===== src/hw/rtl/pba_pkg.sv =====
// Shared types and constants for the paged bump allocator.
// Holds request/result payload structs, controller command/status structs
// and configuration register indexes. No dependencies.
package pba_pkg;

  // Default sizing of the page table and page offsets
  localparam int MAX_PAGES_DEF   = 16;
  localparam int OFFSET_BITS_DEF = 32;

  // Configuration port shape
  localparam int CFG_IDX_W  = 2;
  localparam int CFG_DATA_W = 32;

  // Configuration register indexes
  localparam logic [CFG_IDX_W-1:0] CFG_PAGE_BYTES    = 2'd0;
  localparam logic [CFG_IDX_W-1:0] CFG_INITIAL_PAGES = 2'd1;
  localparam logic [CFG_IDX_W-1:0] CFG_POOL_NUMBER   = 2'd2;

  // Configuration reset values
  localparam logic [31:0] PAGE_BYTES_RST    = 32'd1048576;
  localparam logic [4:0]  INITIAL_PAGES_RST = 5'd2;
  localparam logic [7:0]  POOL_NUMBER_RST   = 8'd0;

  // Request command codes
  localparam logic CMD_ALLOC = 1'b0;
  localparam logic CMD_RESET = 1'b1;

  // Input request payload
  typedef struct packed {
    logic        cmd;
    logic [31:0] request_bytes;
    logic [2:0]  align_log2;
  } in_req_t;

  // Result payload
  typedef struct packed {
    logic        success;
    logic [3:0]  page_number;
    logic [31:0] region_offset;
    logic [31:0] region_bytes;
    logic [7:0]  pool_tag;
  } out_res_t;

  // Controller to datapath commands
  typedef struct packed {
    logic load_req;   // capture accepted request
    logic idx_clr;    // restart the page scan at page 0
    logic idx_inc;    // move the scan to the next page
    logic wr_hit;     // grant in the scanned page
    logic wr_grow;    // activate a new page and grant there
    logic clr_fill;   // clear every page offset
    logic res_zero;   // issue an all-zero result
  } ctl_cmd_t;

  // Datapath to controller status
  typedef struct packed {
    logic in_is_rst;  // request at the input is an offset reset
    logic fit;        // aligned request fits the scanned page
    logic last_page;  // scanned page is the last active one
    logic can_grow;   // a new page may be activated for this request
    logic out_free;   // result register can take a new result
  } ctl_sts_t;

endpackage


===== src/hw/rtl/pba_dp.sv =====
// Datapath of the paged bump allocator: configuration registers, page offset
// memory with valid bits, fit test, page growth and the result register.
// Depends on pba_pkg.
module pba_dp #(
  parameter int MAX_PAGES   = pba_pkg::MAX_PAGES_DEF,
  parameter int OFFSET_BITS = pba_pkg::OFFSET_BITS_DEF
) (
  input  logic                           clk,
  input  logic                           rst_n,
  input  pba_pkg::in_req_t               in_data,
  input  logic                           out_stall,
  output logic                           out_valid,
  output pba_pkg::out_res_t              out_data,
  input  logic                           cfg_we,
  input  logic [pba_pkg::CFG_IDX_W-1:0]  cfg_index,
  input  logic [pba_pkg::CFG_DATA_W-1:0] cfg_wdata,
  input  pba_pkg::ctl_cmd_t              cmd,
  output pba_pkg::ctl_sts_t              sts
);

  localparam int IDX_W = (MAX_PAGES > 1) ? $clog2(MAX_PAGES) : 1;
  localparam int CNT_W = $clog2(MAX_PAGES + 1);
  localparam int CW    = (OFFSET_BITS > 32) ? OFFSET_BITS : 32;
  localparam int AW    = CW + 2;

  // Clamp a requested page count to 1..MAX_PAGES
  function automatic logic [CNT_W-1:0] clamp_pages(input logic [4:0] v);
    logic [CNT_W-1:0] r;
    if (v == 5'd0) begin
      r = CNT_W'(1);
    end else if (32'(v) > MAX_PAGES) begin
      r = CNT_W'(MAX_PAGES);
    end else begin
      r = CNT_W'(v);
    end
    return r;
  endfunction

  // Configuration and allocator state
  logic [31:0]            page_bytes_r;
  logic [7:0]             pool_r;
  logic [CNT_W-1:0]       active_r;
  logic [MAX_PAGES-1:0]   valid_r;
  logic [MAX_PAGES-1:0]   valid_nxt;
  logic [CNT_W-1:0]       cfg_active;

  // Captured request and scan index
  logic                   req_cmd_r;
  logic [31:0]            req_bytes_r;
  logic [2:0]             req_align_r;
  logic [IDX_W-1:0]       idx_r;

  // Page offset memory and its registered read
  logic [OFFSET_BITS-1:0] fill_mem [MAX_PAGES];
  logic [OFFSET_BITS-1:0] rd_data_r;
  logic                   rd_vld_r;

  // Fit test
  logic [OFFSET_BITS-1:0] fill_eff;
  logic [7:0]             amask;
  logic [AW-1:0]          aligned;
  logic [AW-1:0]          end_sum;
  logic [CW-1:0]          lim_ext;
  logic [CW-1:0]          pb_ext;
  logic [CW-1:0]          cap_w;

  // Memory write port
  logic                   wr_en;
  logic [IDX_W-1:0]       wr_addr;
  logic [OFFSET_BITS-1:0] wr_data;

  // Result register
  logic                   out_valid_r;
  pba_pkg::out_res_t      out_data_r;
  logic                   res_load;
  pba_pkg::out_res_t      res_nxt;

  assign cfg_active = clamp_pages(cfg_wdata[4:0]);

  // Cap the page capacity at the largest representable offset
  always_comb begin
    lim_ext = CW'({OFFSET_BITS{1'b1}});
    pb_ext  = CW'(page_bytes_r);
    cap_w   = (pb_ext > lim_ext) ? lim_ext : pb_ext;
  end

  // Round the scanned offset up to the alignment and test the end of region
  always_comb begin
    fill_eff = rd_vld_r ? rd_data_r : '0;
    amask    = 8'((9'd1 << req_align_r) - 9'd1);
    aligned  = (AW'(fill_eff) + AW'(amask)) & ~AW'(amask);
    end_sum  = aligned + AW'(req_bytes_r);
  end

  always_comb begin
    sts.in_is_rst = (in_data.cmd == pba_pkg::CMD_RESET);
    sts.fit       = (req_cmd_r == pba_pkg::CMD_ALLOC) && (end_sum <= AW'(cap_w));
    sts.last_page = ((CNT_W'(idx_r) + CNT_W'(1)) == active_r);
    sts.can_grow  = (active_r < CNT_W'(MAX_PAGES)) && (CW'(req_bytes_r) <= cap_w);
    sts.out_free  = !out_valid_r || !out_stall;
  end

  // Configuration registers and active page count
  always_ff @(posedge clk) begin
    if (!rst_n) begin
      page_bytes_r <= pba_pkg::PAGE_BYTES_RST;
      pool_r       <= pba_pkg::POOL_NUMBER_RST;
      active_r     <= clamp_pages(pba_pkg::INITIAL_PAGES_RST);
    end else begin
      if (cfg_we) begin
        unique case (cfg_index)
          pba_pkg::CFG_PAGE_BYTES:    page_bytes_r <= cfg_wdata[31:0];
          pba_pkg::CFG_INITIAL_PAGES: active_r     <= cfg_active;
          pba_pkg::CFG_POOL_NUMBER:   pool_r       <= cfg_wdata[7:0];
          default: ;
        endcase
      end else if (cmd.wr_grow) begin
        active_r <= active_r + CNT_W'(1);
      end
    end
  end

  // Valid bits: an invalid page reads as offset zero
  always_comb begin
    valid_nxt = valid_r;
    if (cmd.clr_fill) begin
      valid_nxt = '0;
    end else if (cfg_we && (cfg_index == pba_pkg::CFG_INITIAL_PAGES)) begin
      for (int i = 0; i < MAX_PAGES; i++) begin
        if (32'(i) >= 32'(cfg_active)) valid_nxt[i] = 1'b0;
      end
    end else if (wr_en) begin
      valid_nxt[wr_addr] = 1'b1;
    end
  end

  always_ff @(posedge clk) begin
    if (!rst_n) begin
      valid_r <= '0;
    end else begin
      valid_r <= valid_nxt;
    end
  end

  // Capture the request and step the scan index
  always_ff @(posedge clk) begin
    if (cmd.load_req) begin
      req_cmd_r   <= in_data.cmd;
      req_bytes_r <= in_data.request_bytes;
      req_align_r <= in_data.align_log2;
    end
    if (cmd.idx_clr) begin
      idx_r <= '0;
    end else if (cmd.idx_inc) begin
      idx_r <= idx_r + IDX_W'(1);
    end
  end

  // Memory write: bump the hit page, or seed a freshly activated page
  always_comb begin
    wr_en   = cmd.wr_hit || cmd.wr_grow;
    wr_addr = cmd.wr_grow ? IDX_W'(active_r) : idx_r;
    wr_data = cmd.wr_grow ? OFFSET_BITS'(req_bytes_r) : OFFSET_BITS'(end_sum);
  end

  always_ff @(posedge clk) begin
    if (wr_en) begin
      fill_mem[wr_addr] <= wr_data;
    end
    rd_data_r <= fill_mem[idx_r];
    rd_vld_r  <= valid_r[idx_r];
  end

  // Assemble the result
  always_comb begin
    res_load = cmd.wr_hit || cmd.wr_grow || cmd.res_zero;
    res_nxt  = '0;
    if (cmd.wr_hit) begin
      res_nxt.success       = 1'b1;
      res_nxt.page_number   = 4'(idx_r);
      res_nxt.region_offset = 32'(aligned);
      res_nxt.region_bytes  = req_bytes_r;
      res_nxt.pool_tag      = pool_r;
    end else if (cmd.wr_grow) begin
      res_nxt.success       = 1'b1;
      res_nxt.page_number   = 4'(active_r);
      res_nxt.region_offset = '0;
      res_nxt.region_bytes  = req_bytes_r;
      res_nxt.pool_tag      = pool_r;
    end
  end

  // Hold the result until the consumer takes it
  always_ff @(posedge clk) begin
    if (!rst_n) begin
      out_valid_r <= 1'b0;
    end else if (res_load) begin
      out_valid_r <= 1'b1;
    end else if (!out_stall) begin
      out_valid_r <= 1'b0;
    end
  end

  always_ff @(posedge clk) begin
    if (res_load) begin
      out_data_r <= res_nxt;
    end
  end

  assign out_valid = out_valid_r;
  assign out_data  = out_data_r;

  // Active page count stays within 1..MAX_PAGES
  a_active_range: assert property (@(posedge clk) disable iff (!rst_n)
    (active_r >= CNT_W'(1)) && (active_r <= CNT_W'(MAX_PAGES)))
    else $error("active page count out of range");

  // A granted page leaves a pending result behind
  a_grant_result: assert property (@(posedge clk) disable iff (!rst_n)
    (cmd.wr_hit || cmd.wr_grow) |=> (out_valid_r && out_data_r.success))
    else $error("grant without a successful result");

endmodule


===== src/hw/rtl/pba_ctrl.sv =====
// Controller of the paged bump allocator: sequences the page scan, growth,
// offset reset and result hand-off. Depends on pba_pkg.
module pba_ctrl (
  input  logic                  clk,
  input  logic                  rst_n,
  input  logic                  in_valid,
  output logic                  in_stall,
  input  pba_pkg::ctl_sts_t     sts,
  output pba_pkg::ctl_cmd_t     cmd
);

  typedef enum logic [3:0] {
    S_IDLE = 4'b0001,
    S_READ = 4'b0010,
    S_TEST = 4'b0100,
    S_RST  = 4'b1000
  } state_t;

  state_t state_r;
  state_t state_nxt;

  assign in_stall = (state_r != S_IDLE);

  // Next state and datapath commands
  always_comb begin
    state_nxt = state_r;
    cmd       = '0;
    unique case (state_r)
      S_IDLE: begin
        if (in_valid) begin
          cmd.load_req = 1'b1;
          cmd.idx_clr  = 1'b1;
          state_nxt    = sts.in_is_rst ? S_RST : S_READ;
        end
      end
      S_READ: begin
        state_nxt = S_TEST;
      end
      S_TEST: begin
        if (!sts.fit && !sts.last_page) begin
          cmd.idx_inc = 1'b1;
          state_nxt   = S_READ;
        end else if (sts.out_free) begin
          if (sts.fit) begin
            cmd.wr_hit = 1'b1;
          end else if (sts.can_grow) begin
            cmd.wr_grow = 1'b1;
          end else begin
            cmd.res_zero = 1'b1;
          end
          state_nxt = S_IDLE;
        end
      end
      S_RST: begin
        if (sts.out_free) begin
          cmd.clr_fill = 1'b1;
          cmd.res_zero = 1'b1;
          state_nxt    = S_IDLE;
        end
      end
      default: begin
        state_nxt = S_IDLE;
      end
    endcase
  end

  always_ff @(posedge clk) begin
    if (!rst_n) begin
      state_r <= S_IDLE;
    end else begin
      state_r <= state_nxt;
    end
  end

  // Grants only where the scanned page fits, growth only after a full miss
  a_hit_fits: assert property (@(posedge clk) disable iff (!rst_n)
    cmd.wr_hit |-> (sts.fit && sts.out_free && !cmd.wr_grow))
    else $error("grant issued without a fit");

  a_grow_after_miss: assert property (@(posedge clk) disable iff (!rst_n)
    cmd.wr_grow |-> (!sts.fit && sts.last_page && sts.can_grow))
    else $error("page activated before the scan missed");

  // An accepted request always leaves idle
  a_accept_busy: assert property (@(posedge clk) disable iff (!rst_n)
    (in_valid && !in_stall) |=> (state_r != S_IDLE))
    else $error("request accepted but controller stayed idle");

endmodule


===== src/hw/rtl/paged_bump_allocator.sv =====
// Paged bump allocator. An offset reset request clears all page offsets and
// returns an all-zero result; an allocation scans the active pages in turn
// (registered offset memory read, then align and fit test) and grants in the
// first page that fits, else grows by a new page or fails. No new request is
// taken until the last result is loaded. Synchronous reset restores the
// configuration defaults and clears all page offsets at once.
module paged_bump_allocator #(
  parameter int MAX_PAGES   = pba_pkg::MAX_PAGES_DEF,
  parameter int OFFSET_BITS = pba_pkg::OFFSET_BITS_DEF
) (
  input  logic                           clk,
  input  logic                           rst_n,
  input  logic                           in_valid,
  output logic                           in_stall,
  input  pba_pkg::in_req_t               in_data,
  output logic                           out_valid,
  input  logic                           out_stall,
  output pba_pkg::out_res_t              out_data,
  input  logic                           cfg_we,
  input  logic [pba_pkg::CFG_IDX_W-1:0]  cfg_index,
  input  logic [pba_pkg::CFG_DATA_W-1:0] cfg_wdata
);

  pba_pkg::ctl_cmd_t cmd;
  pba_pkg::ctl_sts_t sts;

  // Sequencer
  pba_ctrl u_ctrl (
    .clk      (clk),
    .rst_n    (rst_n),
    .in_valid (in_valid),
    .in_stall (in_stall),
    .sts      (sts),
    .cmd      (cmd)
  );

  // Page state, arithmetic and result register
  pba_dp #(
    .MAX_PAGES   (MAX_PAGES),
    .OFFSET_BITS (OFFSET_BITS)
  ) u_dp (
    .clk       (clk),
    .rst_n     (rst_n),
    .in_data   (in_data),
    .out_stall (out_stall),
    .out_valid (out_valid),
    .out_data  (out_data),
    .cfg_we    (cfg_we),
    .cfg_index (cfg_index),
    .cfg_wdata (cfg_wdata),
    .cmd       (cmd),
    .sts       (sts)
  );

endmodule

===== config.mk =====
export PLATFORM = sky130hd
export DESIGN_NAME = paged_bump_allocator
export DESIGN_NICKNAME = d
export VERILOG_FILES = /design/src/hw/rtl/pba_pkg.sv /design/src/hw/rtl/pba_dp.sv /design/src/hw/rtl/pba_ctrl.sv /design/src/hw/rtl/paged_bump_allocator.sv
export SDC_FILE = /design/constraint.sdc
export NUM_CORES = 1
export LEC_CHECK = 0
export BUFFER_PORTS_ARGS = -buffer_cell sky130_fd_sc_hd__buf_2
export CAP_MARGIN = 20
export CORE_MARGIN = 4
export CORE_UTILIZATION = 50
export DETAILED_ROUTE_END_ITERATION = 12
export PLACE_DENSITY_LB_ADDON = 0.25
export SYNTH_ARGS = -nofsm -noshare
export SYNTH_HDL_FRONTEND = slang
export SYNTH_SLANG_ARGS = --single-unit

===== constraint.sdc =====
create_clock -name clk -period 18 [get_ports clk]
set_clock_uncertainty 0.1 [all_clocks]
set_input_delay 3.6 -clock clk [delete_from_list [all_inputs] [get_ports clk]]
set_output_delay 3.6 -clock clk [all_outputs]
set_load 0.01 [all_outputs]

# ---- Word-level counts from Yosys, hierarchy flattened
# Memories as Yosys holds them, arrays and structs flattened. A register that Yosys moved wholly into a read port is not among the register bits.
# Index checks and enable logic that the tools add are counted.
dict set report word_totals {
  regBits 184
  latch_bits 0
  ram_bits 512
  romBits 0
  out_inout_bits 79
  word_cells 189
  memories 1
}
dict set report classes {
  n_addsub 6
  multipliers 0
  div_mod_pow 0
  n_lt_le_gt_ge 24
  eq_ne 27
  shift 1
  mux 58
  bitwise_logic 5
  n_reduce_logical 36
}
# name depth word_bits read_ports rd_clocked_by_memory_dff wr line
set mem_list {}
lappend mem_list {u_dp.fill_mem 16 32 1 1 1 pba_dp.sv:54} ;# logic [OFFSET_BITS-1:0] fill_mem [MAX_PAGES];
# op count
set op_table {}
lappend op_table {{$mux 32} 3}
lappend op_table {{$mux 77} 1}
lappend op_table {{$mux 76} 1}
lappend op_table {{$ge 4x5->1 const A} 8}
lappend op_table {{$reduce_and 2->1} 19}
lappend op_table {{$add 34x32->34} 1}
lappend op_table {{$and 34x34->34} 1}
lappend op_table {{$le 34x32->1} 1}
lappend op_table {{$ne 2x2->1 const B} 17}
lappend op_table {{$not 8->34} 1}
lappend op_table {{$add 32x8->33} 1}
lappend op_table {{$gt 32x32->1 const B} 1}
lappend op_table {{$le 32x32->1} 1}
lappend op_table {{$mux 16} 2}
lappend op_table {{$mux 1} 31}
lappend op_table {{$mux 5} 5}
lappend op_table {{$ge 3x5->1 const A} 4}
lappend op_table {{$mux 4} 5}
lappend op_table {{$or 16x16->16} 1}
lappend op_table {{$pmux 4 s4} 1}
lappend op_table {{$ge 1x5->1 const A} 2}
lappend op_table {{$ge 2x5->1 const A} 2}
lappend op_table {{$lt 4x5->1 const B} 2}
lappend op_table {{$mux 2} 5}
lappend op_table {{other kinds (29)} 41}

# ---- Longest topological paths before layout
dict set report depth {
  ltp_word 19
  ltp_mapped 43
  depth_no_buf 37
}

# ---- Cells and area by module
# Synthesis repeated with hierarchy kept, for this count alone.
dict set report unflattened {
  hier_cells 1980
  area_unflattened_um2 31624.1
}
# module instances cells_per_inst area_per_inst_um2 seq_area_each_um2
set modules_own_cells {}
lappend modules_own_cells {pba_dp 1 1944 31323.8 20749.9}
lappend modules_own_cells {pba_ctrl 1 36 300.3 80.1}

# ---- Worst setup path before layout
# No wires, ideal clock.
dict set report synth_timing {
  path_kind {register to register}
  start {register u_dp.rd_vld_r}
  end {register u_dp.out_data_r, in the netlist u_dp.out_data[0], enable pin}
  setup_ns 0.621
  arrival_ns 12.656
  slack_ns 4.623
  path_stages_with_launch 38
  synth_period_minus_slack_ns 13.377
  path_cell_list {dfxtp_1 clkbuf_1 clkbuf_1 clkbuf_1 clkbuf_1 and2_1 ha_1 a21o_1 a311o_1 o2111a_1 a311o_1 maj3_1 nand2b_1 buf_2 nor3_1 xnor2_1 nor2b_1 ha_1 [... 2 more ...] a21oi_1 o21a_1 a211oi_1 a21boi_0 o31ai_1 a21oi_1 o21a_1 nor3_1 nor2_1 ha_1 nand4_1 nor4_1 nand2b_1 a2bb2oi_1 nor3_1 o21a_1 nor2_1 o21ai_0}
}
dict set report synth_via {
  elab_chain_cells 12
}
# element line
set synth_lines {}
lappend synth_lines {{start: declaration} pba_dp.sv:56} ;# logic rd_vld_r;
lappend synth_lines {{start signal: assignment} pba_dp.sv:171} ;# rd_vld_r <= valid_r[idx_r];
lappend synth_lines {{$mux 32 (*)} pba_dp.sv:89} ;# fill_eff = rd_vld_r ? rd_data_r : '0;
lappend synth_lines {{$add 32x8->33 (*)} pba_dp.sv:91} ;# aligned = (AW'(fill_eff) + AW'(amask)) & ~AW'(amask);
lappend synth_lines {{$and 34x34->34 (*)} pba_dp.sv:91}
lappend synth_lines {{named net u_dp.aligned[19]} pba_dp.sv:61} ;# logic [AW-1:0] aligned;
lappend synth_lines {{$add 34x32->34 (*)} pba_dp.sv:92} ;# end_sum = aligned + AW'(req_bytes_r);
lappend synth_lines {{$le 34x32->1 (*)} pba_dp.sv:97} ;# sts.fit = (req_cmd_r == pba_pkg::CMD_ALLOC) && (end_sum <= AW'(cap_w));
lappend synth_lines {{$logic_and 1x1->1 (*)} pba_dp.sv:97}
lappend synth_lines {{$mux 1 / $logic_not 1->1 (equally long branches)} {pba_ctrl.sv:44, pba_ctrl.sv:40}}
lappend synth_lines {{$mux 2 / $logic_and 1x1->1 (equally long branches)} {pba_ctrl.sv:43, pba_ctrl.sv:40}}
lappend synth_lines {{$mux 2} pba_ctrl.sv:40} ;# if (!sts.fit && !sts.last_page) begin
lappend synth_lines {{$mux 3} pba_ctrl.sv:28} ;# unique case (state_r)
lappend synth_lines {{$logic_or 1x1->1} pba_dp.sv:176} ;# res_load = cmd.wr_hit || cmd.wr_grow || cmd.res_zero;
lappend synth_lines {{$logic_or 1x1->1 (*)} pba_dp.sv:176}
lappend synth_lines {{named net u_dp.res_load} pba_dp.sv:75} ;# logic res_load;
lappend synth_lines {{end signal: assignment} pba_dp.sv:206} ;# out_data_r <= res_nxt;
lappend synth_lines {{end: declaration} pba_dp.sv:74} ;# pba_pkg::out_res_t out_data_r;
# The timed path passes the listed nets; every way through them passes the cells marked *.
# A chain may end at the register's enable or synchronous reset.

# ---- Worst setup path after layout
dict set report layout_timing {
  start {register u_dp.req_align_r[1]}
  end {memory u_dp.fill_mem[3][3] (netlist name), enable pin}
}
dict set report layout_via {
  elab_chain_cells 14
}
# element line
set layout_lines {}
lappend layout_lines {{start: declaration} pba_dp.sv:50} ;# logic [2:0] req_align_r;
lappend layout_lines {{start signal: assignment} pba_dp.sv:150} ;# req_align_r <= in_data.align_log2;
lappend layout_lines {{$shl 1x3->8 (*)} pba_dp.sv:90} ;# amask = 8'((9'd1 << req_align_r) - 9'd1);
lappend layout_lines {{$sub 8x1->8 (*)} pba_dp.sv:90}
lappend layout_lines {{$add 32x8->33 (*)} pba_dp.sv:91}
lappend layout_lines {{$and 34x34->34 (*)} pba_dp.sv:91}
lappend layout_lines {{named net u_dp.aligned[19]} pba_dp.sv:61}
lappend layout_lines {{$add 34x32->34 (*)} pba_dp.sv:92}
lappend layout_lines {{$le 34x32->1 (*)} pba_dp.sv:97}
lappend layout_lines {{$logic_and 1x1->1 (*)} pba_dp.sv:97}
lappend layout_lines {{$mux 1 / $logic_not 1->1 (equally long branches)} {pba_ctrl.sv:44, pba_ctrl.sv:40}}
lappend layout_lines {{$mux 2 / $logic_and 1x1->1 (equally long branches)} {pba_ctrl.sv:43, pba_ctrl.sv:40}}
lappend layout_lines {{$mux 2 (*)} pba_ctrl.sv:40}
lappend layout_lines {{$mux 3 (*)} pba_ctrl.sv:28}
lappend layout_lines {{$logic_or 1x1->1} pba_dp.sv:161} ;# wr_en = cmd.wr_hit || cmd.wr_grow;
lappend layout_lines {{$mux 1} pba_dp.sv:167} ;# if (wr_en) begin
lappend layout_lines {{$mux 1 (implied by the code)} pba_dp.sv:168} ;# fill_mem[wr_addr] <= wr_data;
lappend layout_lines {{end: declaration} pba_dp.sv:54}
# Marked as above.

==> impl_metrics.json <==
{
  "ys_types": 77,
  "cts_tree": "done",
  "seq_area_frac_synth_pct": 65.35,
  "viasPerCell": 5.980,
  "postRouteAntennaNets": 0,
  "grtUsageTotal_pct": 23.62,
  "grt_pass1_wl_um": 119300,
  "io_buffers": 153,
  "placementRows": 92,
  "fin_crit_sh_pct": 57.64,
  "path_max_fanout": 32,
  "grt_setup_unrepaired": "false",
  "cts_inserted_buffers": 75,
  "start_util_pct": 50.53,
  "fin_setup_tns_ns": 0,
  "htreeDepth": 3,
  "p_leak_nw": 12.27,
  "synth_warnings": 0,
  "drive_above_1_share_pct": 23.04,
  "dr.pass1.iters": 7,
  "grt_antenna_before_repair": 0,
  "dieHeight_um": 260.5,
  "drv_cap": 0,
  "ff_latch_area_um2": 20840,
  "io_pins": 154,
  "finalCoreUtilization_pct": 57.46,
  "grt_max_degree": 69,
  "hold_viol": 0,
  "synthCells": 2048,
  "cts_buffer_depth": 3,
  "yosysMostFrequentCell": "edfxtp_1",
  "startpoint_type": "flop",
  "path_common_cell": "ha_1",
  "ir_drop_v": 0.00006218,
  "max_slew.worst_pin.slew_ns": 1.062,
  "fillerInstances": 4861,
  "worst_ep_required_time_ns": 18.15,
  "cp_slowest_stage_delay_ns": 0.51,
  "power.density_nw_per_um2": 98.24,
  "multi_input_area_um2": 10630,
  "grt_pass1_vias": 18753,
  "setup_ws_ns": 7.625,
  "synth.area.top_cells": "edfxtp_1, mux4_2, dfxtp_1, ha_1, nand2_1",
  "grt_overflow_total": 0,
  "drv_slew": 0,
  "setup_viol": 0,
  "synth_nets": 2227,
  "die_area_um2": 67850,
  "hold_path.class": "flop to flop",
  "post-route-drc-count": 0,
  "holdWs_ns": 0.3556,
  "crit_path_end_kind": "flop",
  "fin_nets": 2402,
  "via_count": 18710,
  "area_growth_pct": 13.71,
  "dp_hpwl_um": 52010,
  "cts_sinks": 728,
  "synth_edf_count": 625,
  "clock-root-buffer": "clkbuf_16",
  "clkLatencyLatePin_ns": 0.63,
  "place_congestion": 0.8968,
  "relSlewSlack_pct": 29.19,
  "fin_crit_ns": 10.37,
  "critPathSlowestCell": "buf_4",
  "drt-initial-drc-count": 1985,
  "insertedDiodeCount": 0,
  "routed_wl_um": 79850,
  "ctsResizeCount": 0,
  "setup.worst_path.class": "flop to flop",
  "postCtsHoldBufs": 0,
  "avgSynthCellArea_um2": 15.56,
  "synth_largest_area_cell": "edfxtp_1",
  "core_um2": 63080,
  "chipWidth_um": 260.5,
  "yosysTopAreaCellShare_pct": 58.88,
  "dp_slack_ns": 7.700,
  "synth_common_cells": "edfxtp_1, mux4_2, nand2_1, a21oi_1, dfxtp_1",
  "postCtsSetupBuffers": 0,
  "power_mw": 3.561,
  "wl_per_cell_um": 25.52,
  "syn_area_um2": 31870,
  "outcome": "complete, no violations",
  "clkSlewWorstSetupHoldPaths_ns": 0.06,
  "max_freq_ghz": 0.09639,
  "synth-async-reset-ratio_pct": 0,
  "synth_seq_cells": 728,
  "arrival_ns": 10.52,
  "ys.flop_type": "edfxtp_1"
}
## per-stage QoR
stage / cell area, um^2 / cells
4_1_cts: 36200 / 3127
3_3_place_gp: 33790 / 2990
3_5_place_dp: 33790 / 2990
5_1_grt: 36240 / 3129
2_1_floorplan: 31870 / 2048
6_report: 36240 / 3129
## worst paths after layout
path / slack [ns] / depth (start not counted) / from / to
max: 7.63 / 37 / u_dp.req_align_r[1] / u_dp.fill_mem[3][3]
min: 0.36 / 2 / u_dp.page_bytes_r[18] / u_dp.page_bytes_r[18]
min reg2reg: 0.36 / 2 / u_dp.page_bytes_r[18] / u_dp.page_bytes_r[18]
max reg2reg: 7.63 / 37 / u_dp.req_align_r[1] / u_dp.fill_mem[3][3]
## cells in the final DEF (no fill, tap or decap), types with 15 or more instances in the layout
| cell | n |
|---|---|
| xnor2_1 | 39 |
| clkbuf_16 | 75 |
| inv_1 | 59 |
| edfxtp_1 | 625 |
| o21ai_0 | 50 |
| nand2_1 | 150 |
| dfxtp_1 | 100 |
| o31ai_1 | 18 |
| nor2b_1 | 16 |
| nor2_1 | 82 |
| a21oi_1 | 98 |
| mux2_2 | 30 |
| mux4_2 | 165 |
| ha_1 | 102 |
| nand3_1 | 45 |
| or3_1 | 17 |
| nor3_1 | 26 |
| clkbuf_1 | 23 |
| buf_4 | 36 |
| and2_1 | 65 |
| nand4_1 | 19 |
| buf_2 | 153 |
| xor2_1 | 16 |
| a21o_1 | 15 |
## layer usage
metal	up-vias	global-route usage (%)	share of wire [%]
li1	8373	-	-
met1	9529	33.28	42
met2	690	38.42	48
met3	118	3.600	6.6
met4	0	7.440	2.7
met5	-	0	0
## kinds of logic after synthesis
family	Yosys count	share of synthesized area (%)
flops	728	65.35
simple gates	491	7.706
compound gates	304	6.120
mux	209	13.16
buf+inv	154	1.931
fa+ha+maj	107	4.224
xor+xnor	55	1.511
## layout make-up
cell class	instances	area share, %
Sequential cell	728	57.49
Multi-Input combinational cell	1166	29.34
Clock buffer	104	5.644
Timing Repair Buffer	191	2.972
Tap cell	846	2.920
Clock inverter	33	1.001
Inverter	61	0.6317
## critical path, delay by kind of cell, from the launching register on
family | cells | cell delay [ns]
adders and majority gates | 5 | 1.75
AOI/OAI and AO/OA | 15 | 3.68
and+or+nand+nor | 13 | 2.65
DFF | 1 | 0.49
xor gates and xnor gates | 1 | 0.22
buffers and inverters | 3 | 1.06
## sequential cells by signal, indices dropped and copies added (netlist names)
signal	cells
u_dp.idx_r	4
u_ctrl.state_r	4
u_dp.rd_vld_r	1
u_dp.rd_data_r	32
u_dp.page_bytes_r	32
u_dp.valid_r	16
u_dp.fill_mem	512
u_dp.req_bytes_r	32
u_dp.out_valid	1
u_dp.active_r	5
u_dp.req_cmd_r	1
u_dp.pool_r	8
u_dp.req_align_r	3
u_dp.out_data	77
## report_power, final
part	leakage, nW	switching, mW	internal, mW
logic	4.51	0.117	0.0547
clock network	1.17	0.637	0.875
registers	6.60	0.0169	1.86
total	12.3	0.771	2.79
Note: power is estimated with default switching activity, not from simulation.
